--- src/sv/atm_pkg.sv ---
// ----------------------------------------------------------------------------
// atm_pkg: shared types and constants of the alpha-trimmed mean filter
// Holds the default sizes, the register indexes, the reset values and the
// state types of the controller and of the trim unit.
// ----------------------------------------------------------------------------
`default_nettype none

package atm_pkg;

  // Default sizes; the first two are handed down as parameter defaults.
  localparam int DEF_MAX_WIDTH = 1024;
  localparam int DEF_WINDOW    = 5;
  localparam int MAX_HEIGHT    = 1024;

  // Configuration port.
  localparam int CFG_DATA_W = 11;
  localparam int CFG_IDX_W  = 2;

  typedef enum logic [CFG_IDX_W-1:0] {
    CFG_IMAGE_WIDTH   = 2'd0,
    CFG_IMAGE_HEIGHT  = 2'd1,
    CFG_DISCARD_COUNT = 2'd2
  } cfg_idx_t;

  localparam logic [10:0] RST_IMAGE_WIDTH   = 11'd640;
  localparam logic [10:0] RST_IMAGE_HEIGHT  = 11'd480;
  localparam logic [3:0]  RST_DISCARD_COUNT = 4'd2;

  // Controller states.
  typedef enum logic [1:0] {
    ST_IDLE,
    ST_LOAD,
    ST_CALC,
    ST_PUT
  } ctrl_state_t;

  // Trim unit states.
  typedef enum logic [1:0] {
    TR_IDLE,
    TR_RANK,
    TR_DIV
  } trim_state_t;

  // Request from the controller to the trim unit.
  typedef struct packed {
    logic       start;
    logic       bypass;
    logic [2:0] half;
  } trim_req_t;

endpackage

`default_nettype wire

--- src/sv/atm_trim.sv ---
// ----------------------------------------------------------------------------
// atm_trim: rank-based trimmed sum and iterative divider
// Ranks one window value per cycle, sums the values whose stable rank lies
// inside the kept range, then divides by the kept count one bit per cycle.
// ----------------------------------------------------------------------------
`default_nettype none

module atm_trim #(
  parameter int WINDOW = atm_pkg::DEF_WINDOW
) (
  input  wire logic                                 clk,
  input  wire logic                                 rst_n,
  input  wire atm_pkg::trim_req_t                   req,
  input  wire logic [WINDOW*WINDOW-1:0][7:0]        win,
  output logic                                      done,
  output logic [7:0]                                result
);

  import atm_pkg::*;

  localparam int TAPS   = WINDOW * WINDOW;
  localparam int CENTER = (WINDOW / 2) * WINDOW + WINDOW / 2;
  localparam int IW     = $clog2(TAPS);
  localparam int CNT_W  = $clog2(TAPS + 1);
  localparam int SUM_W  = $clog2(TAPS * 255 + 1);
  localparam int BC_W   = $clog2(SUM_W);

  trim_state_t      state_r, state_nxt;
  logic [IW-1:0]    idx_r, idx_nxt;
  logic [SUM_W-1:0] sum_r, sum_nxt;
  logic [SUM_W-1:0] quot_r, quot_nxt;
  logic [CNT_W:0]   rem_r, rem_nxt;
  logic [BC_W-1:0]  bit_r, bit_nxt;
  logic [2:0]       half_r, half_nxt;
  logic [7:0]       result_r, result_nxt;
  logic             done_r, done_nxt;

  logic [7:0]       key;
  logic [TAPS-1:0]  below;
  logic [CNT_W-1:0] rank;
  logic [CNT_W-1:0] keep_hi;
  logic [CNT_W-1:0] divisor;
  logic [CNT_W:0]   rem_sh;
  logic             kept;

  // Stable rank of the selected value: smaller values plus equal ones before it.
  always_comb begin
    key = win[idx_r];
    for (int j = 0; j < TAPS; j++) begin
      below[j] = (win[j] < key) || ((win[j] == key) && (IW'(j) < idx_r));
    end
    rank    = CNT_W'($countones(below));
    keep_hi = CNT_W'(TAPS) - CNT_W'(half_r);
    kept    = (rank >= CNT_W'(half_r)) && (rank < keep_hi);
    divisor = CNT_W'(TAPS) - CNT_W'({half_r, 1'b0});
    rem_sh  = {rem_r[CNT_W-1:0], quot_r[SUM_W-1]};
  end

  // Next state.
  always_comb begin
    state_nxt = state_r;
    case (state_r)
      TR_IDLE: begin
        if (req.start && !req.bypass) begin
          state_nxt = TR_RANK;
        end
      end
      TR_RANK: begin
        if (idx_r == IW'(TAPS - 1)) begin
          state_nxt = TR_DIV;
        end
      end
      TR_DIV: begin
        if (bit_r == '0) begin
          state_nxt = TR_IDLE;
        end
      end
      default: state_nxt = TR_IDLE;
    endcase
  end

  // Datapath.
  always_comb begin
    idx_nxt    = idx_r;
    sum_nxt    = sum_r;
    quot_nxt   = quot_r;
    rem_nxt    = rem_r;
    bit_nxt    = bit_r;
    half_nxt   = half_r;
    result_nxt = result_r;
    done_nxt   = 1'b0;
    case (state_r)
      TR_IDLE: begin
        if (req.start) begin
          if (req.bypass) begin
            result_nxt = win[CENTER];
            done_nxt   = 1'b1;
          end else begin
            idx_nxt  = '0;
            sum_nxt  = '0;
            half_nxt = req.half;
          end
        end
      end
      TR_RANK: begin
        if (kept) begin
          sum_nxt = sum_r + SUM_W'(key);
        end
        idx_nxt = idx_r + IW'(1);
        if (idx_r == IW'(TAPS - 1)) begin
          quot_nxt = kept ? sum_r + SUM_W'(key) : sum_r;
          rem_nxt  = '0;
          bit_nxt  = BC_W'(SUM_W - 1);
        end
      end
      TR_DIV: begin
        // Restoring division, one quotient bit per cycle.
        if (rem_sh >= {1'b0, divisor}) begin
          rem_nxt  = rem_sh - {1'b0, divisor};
          quot_nxt = {quot_r[SUM_W-2:0], 1'b1};
        end else begin
          rem_nxt  = rem_sh;
          quot_nxt = {quot_r[SUM_W-2:0], 1'b0};
        end
        bit_nxt = bit_r - BC_W'(1);
        if (bit_r == '0) begin
          result_nxt = quot_nxt[7:0];
          done_nxt   = 1'b1;
        end
      end
      default: ;
    endcase
  end

  // Control registers.
  always_ff @(posedge clk) begin
    if (!rst_n) begin
      state_r <= TR_IDLE;
      done_r  <= 1'b0;
    end else begin
      state_r <= state_nxt;
      done_r  <= done_nxt;
    end
  end

  // Payload registers.
  always_ff @(posedge clk) begin
    idx_r    <= idx_nxt;
    sum_r    <= sum_nxt;
    quot_r   <= quot_nxt;
    rem_r    <= rem_nxt;
    bit_r    <= bit_nxt;
    half_r   <= half_nxt;
    result_r <= result_nxt;
  end

  assign done   = done_r;
  assign result = result_r;

  // The remainder always stays below the divisor.
  a_rem_bound: assert property (@(posedge clk) disable iff (!rst_n)
    (state_r == TR_DIV) |-> (rem_r < {1'b0, divisor}))
    else $error("divider remainder out of range");

  // A new request never arrives while a computation runs.
  a_no_overlap: assert property (@(posedge clk) disable iff (!rst_n)
    (state_r != TR_IDLE) |-> !req.start)
    else $error("trim request while busy");

  // Completion comes from the last divide step or from a bypass request.
  a_done_src: assert property (@(posedge clk) disable iff (!rst_n)
    done_r |-> ($past(state_r) == TR_DIV) || $past(req.start && req.bypass))
    else $error("spurious trim completion");

endmodule

`default_nettype wire

--- config.mk ---
export PLATFORM = sky130hd
export DESIGN_NAME = atm_trim
export DESIGN_NICKNAME = d
export VERILOG_FILES = /design/src/sv/atm_pkg.sv /design/src/sv/atm_trim.sv
export SDC_FILE = /design/constraint.sdc
export NUM_CORES = 1
export LEC_CHECK = 0
export ABC_AREA = 1
export BUFFER_PORTS_ARGS = -buffer_cell sky130_fd_sc_hd__buf_2
export CORE_ASPECT_RATIO = 0.9
export CORE_MARGIN = 3
export CORE_UTILIZATION = 55
export CTS_BUF_LIST = sky130_fd_sc_hd__clkbuf_8
export CTS_CLUSTER_DIAMETER = 40
export CTS_CLUSTER_SIZE = 14
export DETAILED_ROUTE_END_ITERATION = 10
export MAX_ROUTING_LAYER = met4
export PLACE_DENSITY = 0.89
export SLEW_MARGIN = 10
export SYNTH_ARGS = -nofsm -noshare
export SYNTH_HDL_FRONTEND = slang
export SYNTH_SLANG_ARGS = --single-unit
--- constraint.sdc ---
create_clock -name clk -period 16.5 [get_ports clk]
set_input_delay 1.65 -clock clk [delete_from_list [all_inputs] [get_ports clk]]
set_output_delay 1.65 -clock clk [all_outputs]
set_load 0.05 [all_outputs]
# ---- Word-level counts from Yosys, hierarchy flattened
# Cells that the tools add are included.
dict set report word_totals {
  ff_bits 54
  latchBits 0
  ramBits 0
  mem_bits_ro 0
  input_bits 207
  out_inout_bits 9
  memories 0
}
dict set report op_classes {
  addsub 30
  multipliers 0
  div 0
  n_lt_le_gt_ge 54
  n_eq_ne 34
  shifts 0
  muxes 29
  n_bitwise 1
  reduce_logical 63
}
# op n
set op_table {}
lappend op_table {{equality test 8 bit} 25}
lappend op_table {{less-than comparator 8 bit} 25}
lappend op_table {{two-way mux 13 bit} 4}
lappend op_table {{case mux 13 bit (2 select lines)} 2}
lappend op_table {{less-than comparator 5 bit, first input constant} 9}
lappend op_table {{binary-select mux 8 bit (select 5 bit)} 1}
lappend op_table {{less-than comparator 4 x 5 -> 1 bit, first input constant} 8}
lappend op_table {{two-way mux 8 bit} 4}
lappend op_table {{logical AND 1 bit} 27}
lappend op_table {{logical OR 1 bit} 25}
lappend op_table {{adder 1 x 1 -> 2 bit} 12}
lappend op_table {{less-than comparator 3 x 5 -> 1 bit, first input constant} 4}
lappend op_table {{two-way mux 5 bit} 4}
lappend op_table {{case mux 5 bit (2 select lines)} 2}
lappend op_table {{adder 2 x 2 -> 3 bit} 6}
lappend op_table {{case mux 8 bit (2 select lines)} 1}
lappend op_table {{adder 13 x 8 -> 13 bit} 1}
lappend op_table {{adder 3 x 3 -> 4 bit} 3}
lappend op_table {{inequality test 2 bit, second input constant} 6}
lappend op_table {{less-than comparator 1 x 5 -> 1 bit, first input constant} 2}
lappend op_table {{less-than comparator 2 x 5 -> 1 bit, first input constant} 2}
lappend op_table {{AND reduction 3 bit} 3}
lappend op_table {{case mux 4 bit (2 select lines)} 1}
lappend op_table {{>= comparator 6 x 5 -> 1 bit} 1}
lappend op_table {{26 further kinds} 33}

# ---- Depth between registers and ports, before layout
dict set report depth {
  word_depth 15
  ltp_mapped 43
  depth_no_buf 40
}

# ---- Least setup slack after synthesis
# No wires, ideal clock.
dict set report synth_timing {
  path_type {input to register}
  startpoint {input win[40] in the netlist's numbering}
  endpoint {register quot_r[10] (data pin)}
  setup_ns 0.252
  arrival_time_ns 8.494
  required_ns 16.248
  setup_slack_ns 7.754
  path_stages 36
  n_path_buf 1
  path_cell_list {inv_1 > nand2_1 > o211ai_1 > nand2_1 > o21ai_0 > nand4_1 > ha_1 > inv_1 > a21oi_1 > o31ai_1 > nand2_1 > o211ai_1 > nand2_1 > fa_1 > inv_1 > fa_1 > inv_1 > fa_1 > fa_1 > inv_1 > fa_1 > fa_1 > fa_1 > xnor2_1 > ha_1 > nand2_1 > nand2_1 > nand3_1 > nand2_1 > nor2_1 > nand2_2 > buf_4 > nand2_1 > nand2_1 > nand2_1 > nand2_1}
}
dict set report synth_between {
  elab_chain_cells 15
  word_cells_on_any_way 133
}
# item line_no
set synth_lines {}
lappend synth_lines {{start, declared} atm_trim.sv:14} ;# input wire logic [WINDOW*WINDOW-1:0][7:0] win,
lappend synth_lines {{branches (longest 12 deep; another with less-than comparator 8 bit)} -}
lappend synth_lines {{two-way mux 13 bit *} -}
lappend synth_lines {{two-way mux 13 bit *} atm_trim.sv:110} ;# if (idx_r == IW'(TAPS - 1)) begin
lappend synth_lines {{case mux 13 bit (2 select lines) *} atm_trim.sv:92} ;# case (state_r)
lappend synth_lines {{net quot_nxt[10]} atm_trim.sv:31} ;# logic [SUM_W-1:0] quot_r, quot_nxt;
lappend synth_lines {{end signal, assigned} atm_trim.sv:150} ;# quot_r <= quot_nxt;
lappend synth_lines {{end, declared} atm_trim.sv:31}
# Mark *: on every way through the listed nets, which the timed path passes. The select of a mux whose other input is x is not followed.
# A chain may end at the register's enable or synchronous reset.

# ---- Worst setup path in the final report
dict set report layout_timing {
  startpoint {register idx_r[0]}
  endpoint {register quot_r[6] (data pin)}
}
dict set report layout_between {
  elab_chain_cells 15
  word_cells_on_any_way 158
}
# item line_no
set layout_lines {}
lappend layout_lines {{start, declared} atm_trim.sv:29} ;# logic [IW-1:0] idx_r, idx_nxt;
lappend layout_lines {{start signal, assigned} atm_trim.sv:148} ;# idx_r <= idx_nxt;
lappend layout_lines {{branches (longest 12 deep; another with less-than comparator 8 bit)} -}
lappend layout_lines {{two-way mux 13 bit *} -}
lappend layout_lines {{two-way mux 13 bit *} atm_trim.sv:110}
lappend layout_lines {{case mux 13 bit (2 select lines) *} atm_trim.sv:92}
lappend layout_lines {{net quot_nxt[6]} atm_trim.sv:31}
# Marked as above.

==> flow_metrics.py <==
metrics = {
    "worst_setup_path": {
        "slowest_stage": "buf_4",
        "path_class": "reg2reg",
        "cpMostUsedCell": "fa_1",
        "critPathLaunchType": "register",
        "worstPathArrival_ns": 10.18,
        "cp_top_family": "adder cells",
        "end_kind": "register",
        "crit_fanout": 98,
        "cp.depth": 32,
        "cp.required_ns": 16.59,
        "max_stage_delay_ns": 0.77,
        "crit_buf_inv": 7,
        "ff2ff_path_depth": 32,
    },
    "finish": {
        "fin_util": 0.632,
        "fin_nets": 2128,
        "syn2layout_area_growth_pct": 12.3,
        "final_area_um2": 11700,
        "drive_above_1_share": 0.150,
    },
    "route": {
        "wl_per_cell_um": 19.4,
        "drt_iter0_drc": 1405,
        "drc": 0,
        "vias": 11664,
        "viasPerCell": 6.08,
        "final_antenna_net_count": 0,
        "dr.pass1.iters": 6,
        "drt_wl_total_um": 37300,
    },
    "cts": {
        "cts_tree": "built",
        "cts_htree_levels": 2,
        "clock_latency_ns": 0.33,
        "clock_sinks": 54,
        "cts_buffer_depth": 2,
        "ctsResizeCount": 0,
        "cts_hold_buffers": 0,
        "root_buffer": "clkbuf_8",
        "cts_buffers": 5,
        "path_clk_slew_ns": 0.11,
        "cts_setup_buffers": 0,
    },
    "yosys": {
        "synth_nets": 1938,
        "yosysTopAreaCellShare": 0.277,
        "synthArstFlopShare": 0,
        "synthTopCellsByArea": "ha_1 28%, edfxtp_1 15%, nand2_1 11%, inv_1 6.2%, nor2_1 6.2%",
        "syn_area_per_cell_um2": 7.02,
        "synth_area_leader_cell": "ha_1",
        "ys_ff_latch": 54,
        "yosysSeqAreaShare": 0.153,
        "yosys_warnings": 0,
        "synth_ff_type": "edfxtp_1",
        "syn_inst": 1481,
        "synth_edf_count": 51,
        "synth_area_um2": 10400,
        "synth.distinct_cells": 47,
    },
    "global_routing": {
        "grt_antenna_before_repair": 3,
        "groute.usage.overall": 0.364,
        "grt_pass1_wl_um": 56900,
        "grt_pass1_vias": 11018,
        "gr-total-overflow": 0,
        "grt_start_max_net_pins": 99,
    },
    "placed_design": {
        "routabilityCongestion": 1.03,
        "placed_area_um2": 11600,
        "hpwl_um": 29300,
        "portBuffers": 215,
    },
    "status": {
        "status": "finished, final reports clean",
    },
    "floorplan": {
        "die_h_um": 136,
        "dieWidth_um": 151,
        "core_um2": 18500,
        "die_area_um2": 20600,
        "ioPinCount": 216,
        "rows": 47,
        "initial_core_util": 0.563,
    },
    "sta": {
        "max_freq_ghz": 0.0992,
        "min_period_ns": 10.08,
        "whs_ns": 0.560,
        "slew_viol_final": 0,
        "tightest_slew_ns": 1.08,
        "setup_tns_ns": 0,
        "fin_skew_ns": 0.0125,
        "finalSetupViolations": 0,
        "worst_slew_margin_rel": 0.275,
        "finalHoldViolCount": 0,
        "grt_setup_unrepaired": "no",
        "post-route-period-util": 0.611,
    },
    "min_path": {
        "worstHoldPathCells": 2,
        "hold_path.class": "reg2reg",
    },
    "job": {
        "cap_violations": 0,
    },
}
## flip-flops by register name, indices dropped and copies added (netlist names)
register,count
quot_r,13
sum_r,13
rem_r,5
bit_r,4
state_r,2
done,1
idx_r,5
result,8
half_r,3
## worst paths after layout
path	slack, ns	endpoint	from
min reg2reg	0.56	quot_r[1]	quot_r[0]
max reg2reg	6.42	quot_r[6]	idx_r[0]
min	0.56	quot_r[1]	quot_r[0]
max	6.42	quot_r[6]	idx_r[0]
## layer usage
layer / track usage / routed length (µm) / vias to the layer above
met2: 0.545 / 15800 / 776
met5: - / 0 / -
met3: 0.0727 / 4430 / 166
met1: 0.478 / 15100 / 5218
met4: 0.159 / 1940 / 0
li1: - / - / 5504
## worst min-delay path, delay by kind of cell (launching register included)
family           cells  cell delay (ns)
DFF                  1             0.34
and+or+nand+nor      2             0.12
## through the flow
step / setup WS [ns] / cells
floorplan: 7.75 / 1481
finish: 6.42 / 1920
detailed placement: 6.73 / 1909
CTS: 6.69 / 1917
global placement: 6.91 / 1909
global route: 5.89 / 1920
## cell usage in the layout (no fill, tap or decap), types with 22 or more instances in the layout
master,synthesis,layout
o22ai_1,22,22
nor2_1,172,172
inv_1,172,173
nand3_1,54,54
o21ai_0,103,103
a21oi_1,114,114
ha_1,230,230
edfxtp_1,51,51
nand2_1,292,292
buf_2,13,215
o21ai_1,52,52
## final cells by class
type	count	area, µm²
Timing Repair Buffer	223	1140
Fill cell	1693	6790
Clock buffer	5	68.8
Inverter	181	682
Sequential cell	54	1590
Antenna cell	3	7.51
Clock inverter	3	41.3
Tap cell	245	307
Multi-Input combinational cell	1206	7840
## synthesized netlist by cell type, types with 3 or more instances
master and count:
a211oi_1 11, nand2_2 3, buf_2 13, inv_2 8, clkbuf_1 7, ha_1 230
nor2_2 3, nor3_1 14, a32oi_1 7, o31ai_1 11, o21ai_0 103, nor2_1 172
edfxtp_1 51, o22ai_1 22, nor4_1 4, buf_6 12, fa_1 20, nand3b_1 3
a31oi_1 5, xnor2_1 4, o41ai_1 5, inv_1 172, a21oi_1 114, buf_4 7
dfxtp_1 3, nand4_1 21, and2_1 8, o21a_1 8, o21ai_1 52, xor2_1 5
o21bai_1 3, nand2_1 292, o211ai_1 17, nand3_1 54
## cells by family after synthesis
kind of cell,share of synthesized area
AND/OR/NAND/NOR,0.234
AO/OA/AOI/OAI,0.198
adder cells (fa/ha/maj),0.315
buffers and inverters,0.0928
flip-flops,0.153
XOR/XNOR,0.00758
Power is not shown: default switching activity piles up to over one toggle a cycle in this logic, so the estimate is an artifact.
