**src/sv/atm_ram.sv**
```systemverilog
// ----------------------------------------------------------------------------
// atm_ram: generic simple dual-port RAM
// One write port and one read port; read data is registered.
// ----------------------------------------------------------------------------
`default_nettype none

module atm_ram #(
  parameter int WIDTH = 8,
  parameter int DEPTH = 16
) (
  input  wire logic                     clk,
  input  wire logic                     we,
  input  wire logic [$clog2(DEPTH)-1:0] waddr,
  input  wire logic [WIDTH-1:0]         wdata,
  input  wire logic                     re,
  input  wire logic [$clog2(DEPTH)-1:0] raddr,
  output logic      [WIDTH-1:0]         rdata
);

  logic [WIDTH-1:0] mem [DEPTH];

  // Write port.
  always_ff @(posedge clk) begin
    if (we) begin
      mem[waddr] <= wdata;
    end
  end

  // Registered read port.
  always_ff @(posedge clk) begin
    if (re) begin
      rdata <= mem[raddr];
    end
  end

endmodule

`default_nettype wire

```
**config.mk**
```make
export PLATFORM = sky130hd
export DESIGN_NAME = atm_ram
export DESIGN_NICKNAME = d
export VERILOG_FILES = /design/src/sv/atm_ram.sv
export SDC_FILE = /design/constraint.sdc
export NUM_CORES = 1
export LEC_CHECK = 0
export BUFFER_PORTS_ARGS = -buffer_cell sky130_fd_sc_hd__buf_2
export CORE_MARGIN = 2
export CORE_UTILIZATION = 50
export DETAILED_ROUTE_END_ITERATION = 8
export MAX_ROUTING_LAYER = met4
export PLACE_DENSITY_LB_ADDON = 0.08
export REMOVE_ABC_BUFFERS = 1
export SYNTH_ARGS = -nofsm -noshare
export SYNTH_HDL_FRONTEND = slang
export SYNTH_SLANG_ARGS = --single-unit
```
**constraint.sdc**
```tcl
create_clock -name clk -period 2.16 [get_ports clk]
set_input_delay 0.432 -clock clk [delete_from_list [all_inputs] [get_ports clk]]
set_output_delay 0.432 -clock clk [all_outputs]
set_load 0.1 [all_outputs]
```
# Word-level counts from Yosys, hierarchy flattened
# Memory sizes are Yosys's and may differ from the RTL's. A register that Yosys moved wholly into a read port is not among the register bits.
# Index checks and enable logic that the tools add are counted.
totals:
  register_bits: 0
  latchBits: 0
  mem_bits_rw: 128
  rom_bits: 0
  out_inout_bits: 8
  word_cells: 3
  memories: 1
op_classes:
  addsub: 0
  n_mul: 0
  div: 0
  order_cmp: 0
  n_eq_ne: 0
  shifts: 0
  mux: 2
  bitwise: 0
  reduce_logical: 0
mem_list:
  columns: ["name", "depth", "word_bits", "rd", "rd_ports_with_merged_regs", "write_ports", "line_no", "rtl"]
  rows:
  - ["mem", 16, 8, 1, 1, 1, "20", "logic [WIDTH-1:0] mem [DEPTH];"]
ops:
  columns: ["cell", "n"]
  rows:
  - ["two-way mux 1 bit", 2]

# Depth between registers and ports, before layout
# Gate-level depths: netlist of run 1.
logic_depth:
  depth_word: 2
  ltp_mapped: 5

# Worst setup path after synthesis of run 1
# No wires, ideal clock.
synth_path:
  kind: "input to register"
  start: "input waddr[2]"
  end: "memory mem[0][0] (enable)"
  setup_ns: 0.383
  t_arrival_ns: 1.542
  required_time_ns: 1.777
  path_slack_ns: 0.235
  stages: 2
  n_path_buf: 0
  path_cell_list: "or3b_2 > nor3_1"
synth_lines:
  columns: ["element", "line_no", "rtl"]
  rows:
  - ["from (decl)", "13", "input wire logic [$clog2(DEPTH)-1:0] waddr,"]
  - ["to (decl)", "20", null]
# No word-level cell before the write port.

# Final worst setup path of run 1
layout_path:
  start: "register rdata[6], read port of mem"
  end: "output rdata[6]"
layout_lines:
  columns: ["element", "line_no", "rtl"]
  rows:
  - ["from (decl)", "17", "output logic [WIDTH-1:0] rdata"]
# No word-level cell between the ends.

==> results.sh, run 1 <==
export IMPL_outcome="complete, no violations"
export IMPL_cts_tree="yes"
export IMPL_layout_common_cells="edfxtp_1 (136), buf_2 (26), mux4_2 (18), buf_4 (18)"
export IMPL_antenna_found_initial=0
export IMPL_layout_commonest_cell="edfxtp_1"
export IMPL_wire_per_inst_um=23.01
export IMPL_cpLargestDelayFamily="buffers and inverters"
export IMPL_p_leak_nw=2.063
export IMPL_grt_pass1_wl_mm=15.09
export IMPL_seq_area_mm2=0.004084
export IMPL_cp_required_ps=1730
export IMPL_vias_per_cell=5.670
export IMPL_rows=37
export IMPL_grt_max_degree=33
export IMPL_hp_class="in -> reg"
export IMPL_r2r_start="mem[9][4]"
export IMPL_path_clk_slew_ps=60
export IMPL_path_depth=1
export IMPL_power_frac_comb=0.066
export IMPL_total_power_mw=5.658
export IMPL_drive_gt1_frac=0.2862
export IMPL_yosys_warnings=0
export IMPL_overflow=0
export IMPL_dieArea_mm2=0.01129
export IMPL_clockBufferDepth=2
export IMPL_antenna_left=0
export IMPL_finalWeightedCongestion=0.7226
export IMPL_dpl_worst_slack_ps=131.7
export IMPL_area_growth_syn_to_layout_pct=16.80
export IMPL_slew_headroom=0.6700
export IMPL_intPower_mw=4.467
export IMPL_crit_path_cell_trace="buf_2"
export IMPL_htree_num_levels=4
export IMPL_peakVddDrop_uv=430.6
export IMPL_r2r_end="rdata[4]"
export IMPL_dpl_hpwl_mm=6.226
export IMPL_boundaryPins=27
export IMPL_rsz0062_at_grt="false"
export IMPL_final_core_util=0.5968
export IMPL_cts_resized=0
export IMPL_fillers=756
export IMPL_n_antenna_cell=0
export IMPL_start_util=0.5109
export IMPL_r2r_setup_slack_ps=610
export IMPL_fin_worst_skew_ps=6.841
export IMPL_crit_path_end_kind="primary output"
export IMPL_vias=2455
export IMPL_setup_viol=0
export IMPL_final_cell_area_mm2=0.006106
export IMPL_drt_initial_drc_count=135
export IMPL_syn_cell_area_mm2=0.005228
export IMPL_insertion_delay_ps=510
export IMPL_p_sw_frac=0.2105
export IMPL_ys_types=18
export IMPL_dr_pass1_iters=4
export IMPL_rr_worst_depth=3
export IMPL_max_stage_delay_ps=440
export IMPL_p_per_area_mw_per_mm2=926.7
export IMPL_stdcell_count=433
export IMPL_slowest_stage="buf_2"
export IMPL_grt_usage=0.1997
export IMPL_final_setup_tns_ps=0
export IMPL_power_switching_mw=1.191
export IMPL_ctsHoldBuffers=0
export IMPL_place_area_mm2=0.005637
export IMPL_syn_avg_cell_area_um2=22.83
export IMPL_tightest_slew_ps=498.5
export IMPL_grt_pass1_vias=2510
export IMPL_crit_path_end="rdata[6]"
export IMPL_path_class="reg -> out"
export IMPL_crit_fanout=1
export IMPL_netlist_instances=229
export IMPL_timing_final_crit_share=0.8012
export IMPL_worst_path_buf_inv=1
export IMPL_io_buffer_count=26
export IMPL_finalMaxSlewViolations=0
export IMPL_max_freq_mhz=577.8
export IMPL_multi_input_area_mm2=0.001057
export IMPL_fp_dieW_um=106.3
export IMPL_pwr_share_seq=0.528
export IMPL_clkPwrFrac=0.406
export IMPL_place_inst=402
export IMPL_cts_sinks=136
export IMPL_whs_ps=297.1
export IMPL_start_kind="flop"
export IMPL_maxCapViolCount=0
export IMPL_layout_nets=304
export IMPL_finalWirelength_mm=9.962
export IMPL_crit_arrival_ps=1300
export IMPL_startpoint="rdata[6]"
export IMPL_drc=0
export IMPL_ys_seq_elements=136
export IMPL_hold_violations=0
export IMPL_finalCriticalPeriod_ps=1731
export IMPL_yosysSeqAreaShare=0.7812
export IMPL_numCtsBuffers=17
export IMPL_die_h_um=106.3
export IMPL_post_cts_buffers=0
export IMPL_cts_root_buffer_cell="clkbuf_8"
export IMPL_setup_ws_ps=429.4
export IMPL_core_mm2=0.01023
-- layout make-up --
class | count | area share
repair buffers | 47 | 0.05328
multi-input cells | 83 | 0.1732
well taps | 136 | 0.02787
clock buffers | 23 | 0.07152
clock inverters | 8 | 0.005328
flip-flops and latches | 136 | 0.6689
-- synthesized netlist by cell type --
cell type | count | share of area
edfxtp_1 | 136 | 0.78
mux4_2 | 18 | 0.078
a22oi_1 | 16 | 0.023
mux4_1 | 14 | 0.070
nor2_1 | 13 | 0.0093
nand2_1 | 9 | 0.0065
nor3_1 | 4 | 0.0038
buf_2 | 3 | 0.0029
buf_6 | 3 | 0.0065
clkdlybuf4s25_2 | 3 | 0.0057
nand2b_1 | 2 | 0.0024
nand3b_1 | 2 | 0.0029
and2_1 | 1 | 0.0012
and2b_1 | 1 | 0.0014
buf_4 | 1 | 0.0014
nand3_1 | 1 | 0.00096
nor2b_1 | 1 | 0.0012
or3b_2 | 1 | 0.0017
-- cells by family after synthesis --
| group | synth area share |
|---|---|
| flops | 0.7812 |
| simple gates | 0.03136 |
| mux | 0.1479 |
| compound gates | 0.02298 |
| buf+inv | 0.01651 |
-- state kept, by name, summed over array words and instances (netlist names) --
signal  cells
mem       128
rdata       8
-- per-layer routing --
layer,GRT usage,routed length [µm],vias to the layer above
met2,0.2802,4679,79
li1,-,-,1091
met5,-,0,-
met4,0.08365,237,0
met3,0.05334,447,18
met1,0.2813,4597,1267
-- worst min-delay path by stage --
stage | endpoint | slack [ps] | cells past startpoint | startpoint
finish | rdata[0] | 300 | 1 | re
CTS | rdata[1] | 280 | 1 | re
global placement | rdata[2] | 740 | 3 | mem[11][2]
detailed placement | rdata[2] | 730 | 3 | mem[11][2]
global route | rdata[0] | 270 | 1 | re
floorplan | mem[0][0] | 530 | 0 | wdata[0]
-- power by group through the flow --
stage	registers, mW	clock network (mW)	logic, mW
finish	2.99	2.29	0.374
floorplan	3.13	0	0.119
CTS	2.99	2.33	0.381
global route	2.99	2.45	0.400
detailed placement	3.04	0	0.380
global placement	3.04	0	0.379
Note: power is estimated with default switching activity, not from simulation.
==> run 2, diff against run 1 <==
==> constraint.sdc (replaced) <==
create_clock -name clk -period 1.75 [get_ports clk]
set_input_delay 0.35 -clock clk [delete_from_list [all_inputs] [get_ports clk]]
set_output_delay 0.35 -clock clk [all_outputs]
set_load 0.1 [all_outputs]
==> results.sh, run 2 (synthesis results as in run 1) <==
export IMPL_crit_arrival_ps=1320
export IMPL_grt_pass1_wl_mm=15.17
export IMPL_dieArea_mm2=0.01129
export IMPL_vias_per_cell=5.672
export IMPL_worst_path_buf_inv=1
export IMPL_grt_max_degree=23
export IMPL_finalMaxSlewViolations=0
export IMPL_peakVddDrop_uv=543.8
export IMPL_hp_class="in -> reg"
export IMPL_core_mm2=0.01023
export IMPL_start_util=0.5109
export IMPL_drt_initial_drc_count=173
export IMPL_die_h_um=106.3
export IMPL_dpl_hpwl_mm=6.260
export IMPL_tightest_slew_ps=750.2
export IMPL_area_growth_syn_to_layout_pct=18.12
export IMPL_drc=0
export IMPL_grt_pass1_vias=2423
export IMPL_rsz0062_at_grt="false"
export IMPL_finalCriticalPeriod_ps=1670
export IMPL_start_kind="flop"
export IMPL_finalWirelength_mm=10.06
export IMPL_clockBufferDepth=2
export IMPL_antenna_left=0
export IMPL_n_antenna_cell=0
export IMPL_outcome="complete, no violations"
export IMPL_layout_common_cells="edfxtp_1 (136), buf_2 (26), mux4_2 (18)"
export IMPL_path_class="reg -> out"
export IMPL_drive_gt1_frac=0.3232
export IMPL_regMostFlops="mem"
export IMPL_numCtsBuffers=17
export IMPL_vias=2456
export IMPL_largest_reg_flops=128
export IMPL_grt_util_met1=0.2873
export IMPL_fin_worst_skew_ps=6.145
export IMPL_max_stage_delay_ps=450
export IMPL_grt_util_met2=0.2967
export IMPL_slew_headroom=0.4988
export IMPL_io_buffer_count=26
export IMPL_setup_viol=0
export IMPL_insertion_delay_ps=500
export IMPL_top_regs="mem: 128 flops, rdata: 8 flops"
export IMPL_rows=37
export IMPL_wire_per_inst_um=23.23
export IMPL_total_power_mw=7.347
export IMPL_htree_num_levels=4
export IMPL_final_core_util=0.6035
export IMPL_antenna_found_initial=0
export IMPL_cts_tree="yes"
export IMPL_boundaryPins=27
export IMPL_cpLargestDelayFamily="buffers and inverters"
export IMPL_maxCapViolCount=0
export IMPL_path_clk_slew_ps=60
export IMPL_post_cts_buffers=0
export IMPL_fp_dieW_um=106.3
export IMPL_ctsHoldBuffers=0
export IMPL_crit_path_cell_trace="buf_2"
export IMPL_final_cell_area_mm2=0.006175
export IMPL_fillers=723
export IMPL_cts_sinks=136
export IMPL_cts_resized=0
export IMPL_p_leak_nw=2.086
export IMPL_crit_path_end_kind="primary output"
export IMPL_grt_usage=0.2015
export IMPL_overflow=0
export IMPL_layout_nets=303
export IMPL_met3_usage=0.04292
export IMPL_crit_fanout=1
export IMPL_grt_busiest_layer="met2"
export IMPL_timing_final_crit_share=0.9543
export IMPL_p_per_area_mw_per_mm2=1190
export IMPL_max_freq_mhz=598.8
export IMPL_place_area_mm2=0.005629
export IMPL_cts_root_buffer_cell="clkbuf_8"
export IMPL_finalWeightedCongestion=0.7048
export IMPL_dr_pass1_iters=4
export IMPL_slowest_stage="buf_2"
export IMPL_hold_violations=0
export IMPL_whs_ps=224.7
export IMPL_cp_required_ps=1400
export IMPL_layout_commonest_cell="edfxtp_1"
-- run 2: cell count changes in the layout (fill, tap and decap cells not counted), sizes merged --
cell and delta:
bufinv +1, clkbuf -5, clkinvlp +4, buf -1, inv +2, clkinv -1
-- run 2: metal layers --
layer,vias up,part of all wire
met2,61,0.48
met4,0,0.0094
li1,1095,-
met3,12,0.034
met1,1288,0.48
met5,-,0
-- run 2: per-stage QoR --
step	setup TNS [ps]	std cells	setup slack, ps
final	0	433	79.96
after global routing	0	433	39.56
after CTS	0	433	49.19
after detailed placement	-1171	401	-195.3
after global placement	-1119	401	-200.7
after floorplan	-743.0	219	-92.87
-- run 2: report_power, final --
| part | leakage, nW | internal (mW) | switching, mW |
|---|---|---|---|
| Sequential | 1.24 | 3.67 | 0.0190 |
| Clock | 0.258 | 1.89 | 1.31 |
| Combinational | 0.592 | 0.148 | 0.311 |
| Total | 2.09 | 5.71 | 1.64 |
-- run 2: final timing paths --
| kind | depth (start not counted) | startpoint | slack [ps] | to |
|---|---|---|---|---|
| setup reg to reg | 3 | mem[1][3] | 270 | rdata[3] |
| hold reg to reg | 3 | mem[12][6] | 750 | rdata[6] |
| setup / recovery | 1 | rdata[6] | 80 | rdata[6] |
| hold / removal | 1 | re | 220 | rdata[4] |
-- run 2: area by class of cell --
| type | instances | area (µm²) | area share |
|---|---|---|---|
| tap | 136 | 170.2 | 0.02756 |
| sequential | 136 | 4084 | 0.6614 |
| clock buffer | 18 | 417.9 | 0.06768 |
| multi-input combinational | 83 | 1057 | 0.1712 |
| timing repair buffer | 46 | 317.8 | 0.05147 |
| clock inverter | 14 | 127.6 | 0.02067 |
==> run 3, diff against run 2 <==
--- a/config.mk
+++ b/config.mk
@@ -8,6 +8,7 @@
 export BUFFER_PORTS_ARGS = -buffer_cell sky130_fd_sc_hd__buf_2
 export CORE_MARGIN = 2
 export CORE_UTILIZATION = 50
+export CTS_BUF_LIST = sky130_fd_sc_hd__clkbuf_2 sky130_fd_sc_hd__clkbuf_4 sky130_fd_sc_hd__clkbuf_8
 export DETAILED_ROUTE_END_ITERATION = 8
 export MAX_ROUTING_LAYER = met4
 export PLACE_DENSITY_LB_ADDON = 0.08
==> results.sh, run 3 (synthesis results as in run 1) <==
export IMPL_outcome="complete, no violations"
export IMPL_max_freq_mhz=630.4
export IMPL_cts_root_buffer_cell="clkbuf_8"
export IMPL_drc=0
export IMPL_stdcell_count=433
export IMPL_wl_met3_um=381
export IMPL_hp_class="in -> reg"
export IMPL_n_antenna_cell=0
export IMPL_htree_num_levels=4
export IMPL_core_mm2=0.01023
export IMPL_start_kind="flop"
export IMPL_timing_final_crit_share=0.9064
export IMPL_tightest_slew_ps=706.2
export IMPL_maxCapViolCount=0
export IMPL_dr_pass1_iters=6
export IMPL_grt_usage=0.2001
export IMPL_cts_resized=0
export IMPL_worst_path_buf_inv=1
export IMPL_area_growth_syn_to_layout_pct=14.74
export IMPL_drt_initial_drc_count=212
export IMPL_dpl_hpwl_mm=6.260
export IMPL_fp_dieW_um=106.3
export IMPL_peakVddDrop_uv=578.5
export IMPL_dieArea_mm2=0.01129
export IMPL_slew_headroom=0.5283
export IMPL_ctsHoldBuffers=0
export IMPL_layout_commonest_cell="edfxtp_1"
export IMPL_p_leak_nw=2.007
export IMPL_antenna_left=0
export IMPL_start_util=0.5109
export IMPL_final_cell_area_mm2=0.005998
export IMPL_path_class="reg -> out"
export IMPL_met2_length_mm=4.790
export IMPL_fillers=737
export IMPL_crit_fanout=1
export IMPL_crit_arrival_ps=1240
export IMPL_wire_per_inst_um=23.04
export IMPL_grt_max_degree=23
export IMPL_path_clk_slew_ps=80
export IMPL_slowest_stage="buf_2"
export IMPL_hold_violations=0
export IMPL_top_regs="mem: 128 flops, rdata: 8 flops"
export IMPL_r2r_setup_slack_ps=280
export IMPL_place_inst=401
export IMPL_max_stage_delay_ps=450
export IMPL_finalWirelength_mm=9.976
export IMPL_finalCriticalPeriod_ps=1586
export IMPL_vias=2389
export IMPL_grt_pass1_vias=2392
export IMPL_clockBufferDepth=2
export IMPL_total_power_mw=6.478
export IMPL_wl_met1_mm=4.756
export IMPL_finalMaxSlewViolations=0
export IMPL_layout_common_cells="edfxtp_1 (136), buf_2 (26), mux4_2 (18)"
export IMPL_largest_reg_flops=128
export IMPL_cts_sinks=136
export IMPL_finalWeightedCongestion=0.7048
export IMPL_rsz0062_at_grt="false"
export IMPL_boundaryPins=27
export IMPL_crit_path_end_kind="primary output"
export IMPL_grt_pass1_wl_mm=15.01
export IMPL_overflow=0
export IMPL_insertion_delay_ps=420
export IMPL_crit_path_cell_trace="buf_2"
export IMPL_io_buffer_count=26
export IMPL_layout_nets=303
export IMPL_setup_viol=0
export IMPL_antenna_found_initial=0
export IMPL_die_h_um=106.3
export IMPL_drive_gt1_frac=0.3266
export IMPL_cts_tree="yes"
export IMPL_cpLargestDelayFamily="buffers and inverters"
export IMPL_regMostFlops="mem"
export IMPL_place_area_mm2=0.005629
export IMPL_vias_per_cell=5.517
export IMPL_p_per_area_mw_per_mm2=1080
export IMPL_highest_layer="met4"
export IMPL_cp_required_ps=1400
export IMPL_fin_worst_skew_ps=9.845
export IMPL_post_cts_buffers=0
export IMPL_rows=37
export IMPL_numCtsBuffers=17
[run 3: stage by stage]
| step | hold slack (ps) | worst slack (ps) | util | TNS [ps] |
|---|---|---|---|---|
| after floorplan | 448.9 | -92.87 | - | -743.0 |
| after detailed placement | 733.8 | -195.3 | 0.5502 | -1171 |
| after global routing | 275.1 | 119.8 | 0.5863 | 0 |
| after CTS | 284.0 | 132.8 | 0.5863 | 0 |
| final | 305.0 | 163.8 | 0.5863 | 0 |
| after global placement | 727.8 | -200.7 | 0.5502 | -1119 |
[run 3: layout make-up]
class                           count  area (µm²)  area share
Clock buffer                       18       241.5     0.04026
Clock inverter                     14       127.6     0.02128
Tap cell                          136       170.2     0.02837
Sequential cell                   136        4084      0.6809
Multi-Input combinational cell     83        1057      0.1763
Timing Repair Buffer               46       317.8     0.05298
[run 3: final timing paths]
kind / from / end / cells after the start
max: rdata[6] / rdata[6] / 1
min: re / rdata[4] / 1
max reg2reg: mem[3][6] / rdata[6] / 3
min reg2reg: mem[12][6] / rdata[6] / 3
[run 3: routing by layer]
metal	GRT usage	up-vias
met4	0.05921	0
met3	0.04292	6
li1	-	1090
met1	0.2885	1236
met5	-	-
met2	0.2935	57
[run 3: report_power, final]
part	switching [mW]	internal, mW	leakage [nW]	total (mW)
clock network	1.19	1.15	0.179	2.34
registers	0.0191	3.67	1.24	3.68
logic	0.309	0.148	0.592	0.457
total	1.52	4.96	2.01	6.48
